`src/rtl/pmqrl_pkg.sv`:
```
// Shared types and constants for the priority message queue with rate limit.
// Used by the controller, the datapath, the top level and the port checker.
package pmqrl_pkg;

   localparam int MAX_ENTRIES     = 16;
   localparam int IDX_W           = $clog2(MAX_ENTRIES);
   localparam int EVENT_DEPTH     = 8;
   localparam int EV_W            = $clog2(EVENT_DEPTH);
   localparam int MAX_FRAME_BYTES = 255;
   localparam int NUM_PRIORITIES  = 4;

   typedef enum logic [1:0] {
      ACT_ENQUEUE = 2'd0,
      ACT_TAKE    = 2'd1,
      ACT_POP     = 2'd2,
      ACT_NONE    = 2'd3
   } action_type;

   typedef enum logic [2:0] {
      ST_OK       = 3'd0,
      ST_POLICY   = 3'd1,
      ST_ARG      = 3'd2,
      ST_LARGE    = 3'd3,
      ST_DUP      = 3'd4,
      ST_RATE     = 3'd5,
      ST_FULL     = 3'd6,
      ST_RESERVED = 3'd7
   } status_type;

   typedef enum logic [2:0] {
      CSR_CAPACITY    = 3'd0,
      CSR_RESERVED    = 3'd1,
      CSR_CLASS_MAP   = 3'd2,
      CSR_RATE_MAX    = 3'd3,
      CSR_RATE_WINDOW = 3'd4
   } csr_index_type;

   typedef enum logic [2:0] {
      S_IDLE,
      S_CHECK,
      S_SCAN,
      S_DECIDE,
      S_TAKE,
      S_POP,
      S_FINISH
   } state_type;

   typedef struct packed {
      logic load;
      logic check;
      logic scan;
      logic decide;
      logic take;
      logic pop;
      logic finish;
   } cmd_type;

   typedef struct packed {
      logic check_fail;
      logic scan_last;
      logic rsp_busy;
   } sts_type;

   typedef struct packed {
      logic        result_valid;
      status_type  status;
      logic [31:0] msg_id;
      logic [2:0]  msg_class;
      logic [1:0]  priority_lvl;
      logic [7:0]  frame_handle;
      logic [9:0]  frame_length;
      logic [63:0] created_ms;
      logic [63:0] expires_ms;
      logic        event_reason;
   } res_type;

endpackage

```
`src/rtl/pmqrl_ctrl.sv`:
```
// Sequencer for the priority message queue: steps each request through
// check, entry scan, decision, take or pop, and response. Depends on pmqrl_pkg.
module pmqrl_ctrl import pmqrl_pkg::*; (
   input  logic       clock,
   input  logic       reset,
   input  logic       req_valid,
   output logic       req_ready,
   input  logic [1:0] req_action,
   input  sts_type    sts,
   output cmd_type    cmd
);

   state_type  state_ff, state_in;
   action_type act_ff, act_in;

   always_ff @(posedge clock) begin
      if (reset) begin
         state_ff <= S_IDLE;
         act_ff   <= ACT_NONE;
      end else begin
         state_ff <= state_in;
         act_ff   <= act_in;
      end
   end

   always_comb begin
      state_in  = state_ff;
      act_in    = act_ff;
      cmd       = '0;
      req_ready = 1'b0;
      case (state_ff)
         S_IDLE: begin
            req_ready = 1'b1;
            if (req_valid) begin
               cmd.load = 1'b1;
               act_in   = action_type'(req_action);
               case (action_type'(req_action))
                  ACT_ENQUEUE: state_in = S_CHECK;
                  ACT_TAKE:    state_in = S_SCAN;
                  ACT_POP:     state_in = S_POP;
                  default:     state_in = S_FINISH;
               endcase
            end
         end
         S_CHECK: begin
            cmd.check = 1'b1;
            state_in  = sts.check_fail ? S_FINISH : S_SCAN;
         end
         S_SCAN: begin
            cmd.scan = 1'b1;
            if (sts.scan_last) begin
               state_in = (act_ff == ACT_ENQUEUE) ? S_DECIDE : S_TAKE;
            end
         end
         S_DECIDE: begin
            cmd.decide = 1'b1;
            state_in   = S_FINISH;
         end
         S_TAKE: begin
            cmd.take = 1'b1;
            state_in = S_FINISH;
         end
         S_POP: begin
            cmd.pop  = 1'b1;
            state_in = S_FINISH;
         end
         S_FINISH: begin
            if (!sts.rsp_busy) begin
               cmd.finish = 1'b1;
               state_in   = S_IDLE;
            end
         end
         default: state_in = S_IDLE;
      endcase
   end

endmodule

```
`config.mk`:
```
export PLATFORM = sky130hd
export DESIGN_NAME = pmqrl_ctrl
export DESIGN_NICKNAME = d
export VERILOG_FILES = /design/src/rtl/pmqrl_pkg.sv /design/src/rtl/pmqrl_ctrl.sv
export SDC_FILE = /design/constraint.sdc
export NUM_CORES = 1
export LEC_CHECK = 0
export ABC_CLOCK_PERIOD_IN_PS = 2000
export BUFFER_PORTS_ARGS = -buffer_cell sky130_fd_sc_hd__buf_2
export CORE_AREA = 2 2 39 41
export DETAILED_ROUTE_END_ITERATION = 7
export DIE_AREA = 0 0 41 43
export GPL_TIMING_DRIVEN = 0
export HOLD_SLACK_MARGIN = 0.12
export PLACE_DENSITY = 0.59
export SYNTH_ARGS = -nofsm -noshare
export SYNTH_HDL_FRONTEND = slang
export SYNTH_SLANG_ARGS = --single-unit
```
`constraint.sdc`:
```
create_clock -name clock -period 2 [get_ports clock]
set_input_delay 0.4 -clock clock [delete_from_list [all_inputs] [get_ports clock]]
set_output_delay 0.4 -clock clock [all_outputs]
set_load 0.01 [all_outputs]
```
After elaboration in Yosys (flattened, before gate mapping)
Cells that the tools add are included.

Register bits: 5. Bits of input ports: 8. Output and inout bits: 8.

Eq/ne operators: 11. Multiplexer cells: 17. Reductions and logical operators: 6.

Operators by type and width (count): $mux W3 (5); $pmux W3 S5 (1); $mux W1 (10); $eq A3 B3 Y1 const B (3); $pmux W3 S3 (1); $eq A3 B2 Y1 const B (2); $ne A2 B2 Y1 const B (3); $logic_not A2 Y1 (2); $eq A3 B1 Y1 const B (1); $logic_not A3 Y1 (1); $reduce_and A3 Y1 (1); $reduce_or A3 Y1 (1); $eq A2 B1 Y1 const B (1); $eq A2 B2 Y1 const B (1); $reduce_and A2 Y1 (1).

Logic depth before layout (Yosys ltp)
Depth after elaboration: 4. Gate-level depth with buffers: 4. Gate-level depth less buffers: 3.

Worst setup path before layout
Ideal clock, no wire load.

Kind: register -> output. From: register state_ff[0]. To: output cmd[0] in the netlist's numbering. Arrival: 976 ps. Required time: 1600 ps. Setup slack: 624 ps. Cell stages (with the launch flop): 4. Buffers on the path: 1. Cell sequence: dfxtp_1 buf_6 nand2b_1 nor3b_1.

RTL lines: start, declared (RTL line pmqrl_ctrl.sv:13) `state_type state_ff, state_in;`; start signal, assigned (RTL line pmqrl_ctrl.sv:21) `state_ff <= state_in;`; end, declared (RTL line pmqrl_ctrl.sv:10) `output cmd_type cmd`.

==> metrics <==
outcome completed; full die area around 0.0018 mm^2; Rel. slew slack about three quarters; reg2reg end state_ff[2]; Worst-path clk slew 40 ps; yosys warns 0; drt total wl approximately 810 um; largest family of logic cells by synthesized area simple AND/OR/NAND/NOR gates; CTS Buffer Depth 2; Worst Path Arrival ~1300 ps; Max-Cap Viols 0; leakage about 0.23 nW; Adder-Cell Fraction of Synth Area 0%; Startpoint Class flop; IO buf count 15; final clock skew a little over 5 ps; worst-margin pin slew between 300 and 400 ps; Post-Synthesis Cells 40; First-pass DRT Iterations 3; # DRC 0; number of register bits inferred by synthesis 5; largest area contributor in the synthesized netlist dfxtp_1; Horiz. Die Dim 41 um; GRT overflow 0; Vias/cell between 4 and 5; mean area per synthesized cell a little over 9 um^2; setup TNS 0 ps; Routed wire per std cell between 10 and 15 um; Hold Fails Final Rpt 0; Final nets just under 70; Final Util about a third; layout overhead on the synthesized area 33.2%; maximum clock rate a little under 600 MHz; total CTS buffers 3; Post-CTS Setup Bufs 0; Worst Hold Path Cells 2; max incr delay on CP approximately 410 ps; pwr/cell area between 1000 and 1500 mW/mm^2; cts hold-fix bufs 0; Final Cycle Share about 85%; Hold WC Path Type input port to flop; kind of critical path flop to output port; critical path's slowest cell dfxtp_1; CTS tree done; core footprint 0.00138 mm^2; global placement routability congestion around 0.69; Antenna Diode Count 0; initial DRC count 2; Post-DP HPWL around 620 um; Netlist cell types 23; multi-input logic area roughly 230 um^2; Final Max Tran Viols 0; Max VDD drop roughly 0.00045 V; crit path cell chain buf_6 -> nand2b_1 -> nor3b_1 -> buf_2; ranking of synthesized cells by area dfxtp_1 (27%), o32ai_1 (7.2%), nor4b_4 (6.5%), buf_6 (6.2%), nor3b_1 (6.2%); count of cells resized by post-cts repair 0; Starting Density between 20% and 30%; mux cell area share after synthesis under 10%; Hold Path Origin req_action[1]; Mapped Area roughly 370 um^2; Hold EP act_ff[1]; CTS root buf clkbuf_4; register area between 100 and 150 um^2; DIE HEIGHT about 43 um; post-synthesis sequential area ratio 27.4%; All-Layer GR Usage about a tenth; # IOs 16; post-layout min period around 1700 ps; layout cells sized above 1 around 44%; RSZ-0062 raised after global routing no; synthesized net count between 40 and 50; CP Data Required Time roughly 1600 ps; Reg2Reg Depth 4; clk_lat worst skew approximately 240 ps; CTS Sinks 5; Via Count 350; worst reg2reg path startpoint state_ff[0]; Fill cells 158; Finish-stage setup viols 0; Routed Antenna Nets 0; register-to-register setup slack 700 ps; antenna violations before repair 0; XOR/XNOR Fraction of Synth Area 0%; Simple-Gate Fraction of Synth Area between 30% and 40%; hold_ws just under 400 ps; htree depth 1; largest net degree at the start of global routing 11; post-synthesis compound-gate area fraction around a fifth; Max Fanout on Critical Path 10; CP endpoint kind output port; Rows 14; vias in the first global route 310; post-synth top area share about 27%; Worst Setup SP state_ff[1]; first-pass GRT wire length between 1000 and 1500 um
==> cells in the mapped netlist <==
master,n
o21bai_1,1
o21ai_0,1
and3b_2,1
nor4b_4,1
nor2b_1,2
buf_6,2
buf_4,1
or2_2,1
inv_1,2
mux2_4,1
a21oi_1,1
nand2b_1,2
a211o_1,2
o32ai_1,3
mux2i_1,1
nor3b_1,3
nand2_1,2
nand3_1,1
or3_1,1
nor2_1,4
a221o_1,1
nor3_2,1
dfxtp_1,5
==> how the worst max path moves through the flow <==
| stage | end | slack [ps] | cells past startpoint |
|---|---|---|---|
| after floorplan | cmd[0] | 620 | 3 |
| after global placement | cmd[0] | 590 | 4 |
| after detailed placement | cmd[0] | 550 | 4 |
| after CTS | cmd[0] | 280 | 4 |
| after global routing | cmd[2] | 200 | 3 |
| final | cmd[0] | 300 | 4 |
==> flip-flops by register name, summed over array words and instances, names as in the netlist <==
name / flops
act_ff: 2
state_ff: 3
==> layout by cell type (no fill, tap or decap), types with 2 or more instances in the layout <==
master	instances
a211o_1	2
buf_2	15
buf_6	2
clkbuf_4	3
dfxtp_1	5
inv_1	2
nand2_1	2
nand2b_1	2
nor2_1	4
nor2b_1	2
nor3b_1	3
o32ai_1	3
==> stage by stage <==
step,total power [W],worst slack [ps],cells,cell area [um^2]
detailed placement,0.000552,549,71,460
CTS,0.000674,278,75,487
floorplan,0.000452,624,40,365
global route,0.000731,201,75,487
finish,0.000662,303,75,487
global placement,0.000547,593,71,460
==> routing by layer <==
layer | vias up | routed length [um] | track usage [%]
met4 | 0 | 0 | 2.00
met3 | 0 | 63 | 7.85
met5 | - | 0 | 0
li1 | 183 | - | -
met1 | 154 | 349 | 9.71
met2 | 13 | 392 | 17.5
==> layout make-up <==
class                           count  area share, %
Multi-Input combinational cell     30           46.8
Sequential cell                     5           20.6
Timing Repair Buffer               15           15.4
Buffer                              3           6.17
Clock buffer                        4           5.40
Tap cell                           16           4.11
Inverter                            2           1.54
==> critical path: cells and delay by family (launching register included) <==
| family | cells | cell delay (ps) |
|---|---|---|
| buffers and inverters | 2 | 320 |
| and+or+nand+nor | 2 | 320 |
| DFF | 1 | 410 |
==> kinds of logic (layout without fill, tap and decap cells) <==
| family | count (synthesis) | after routing |
|---|---|---|
| buffers and inverters | 5 | 24 |
| AO/OA/AOI/OAI | 9 | 9 |
| AND/OR/NAND/NOR | 19 | 19 |
| multiplexers | 2 | 2 |
| flip-flops | 5 | 5 |
==> power by group <==
group | internal (W) | total (W) | switching (W)
logic | 0.000187 | 0.000368 | 0.000181
clock network | 0.0000753 | 0.000114 | 0.0000390
registers | 0.000137 | 0.000180 | 0.0000434
total | 0.000399 | 0.000662 | 0.000263
No activity file was read; power rests on OpenSTA's default activity.
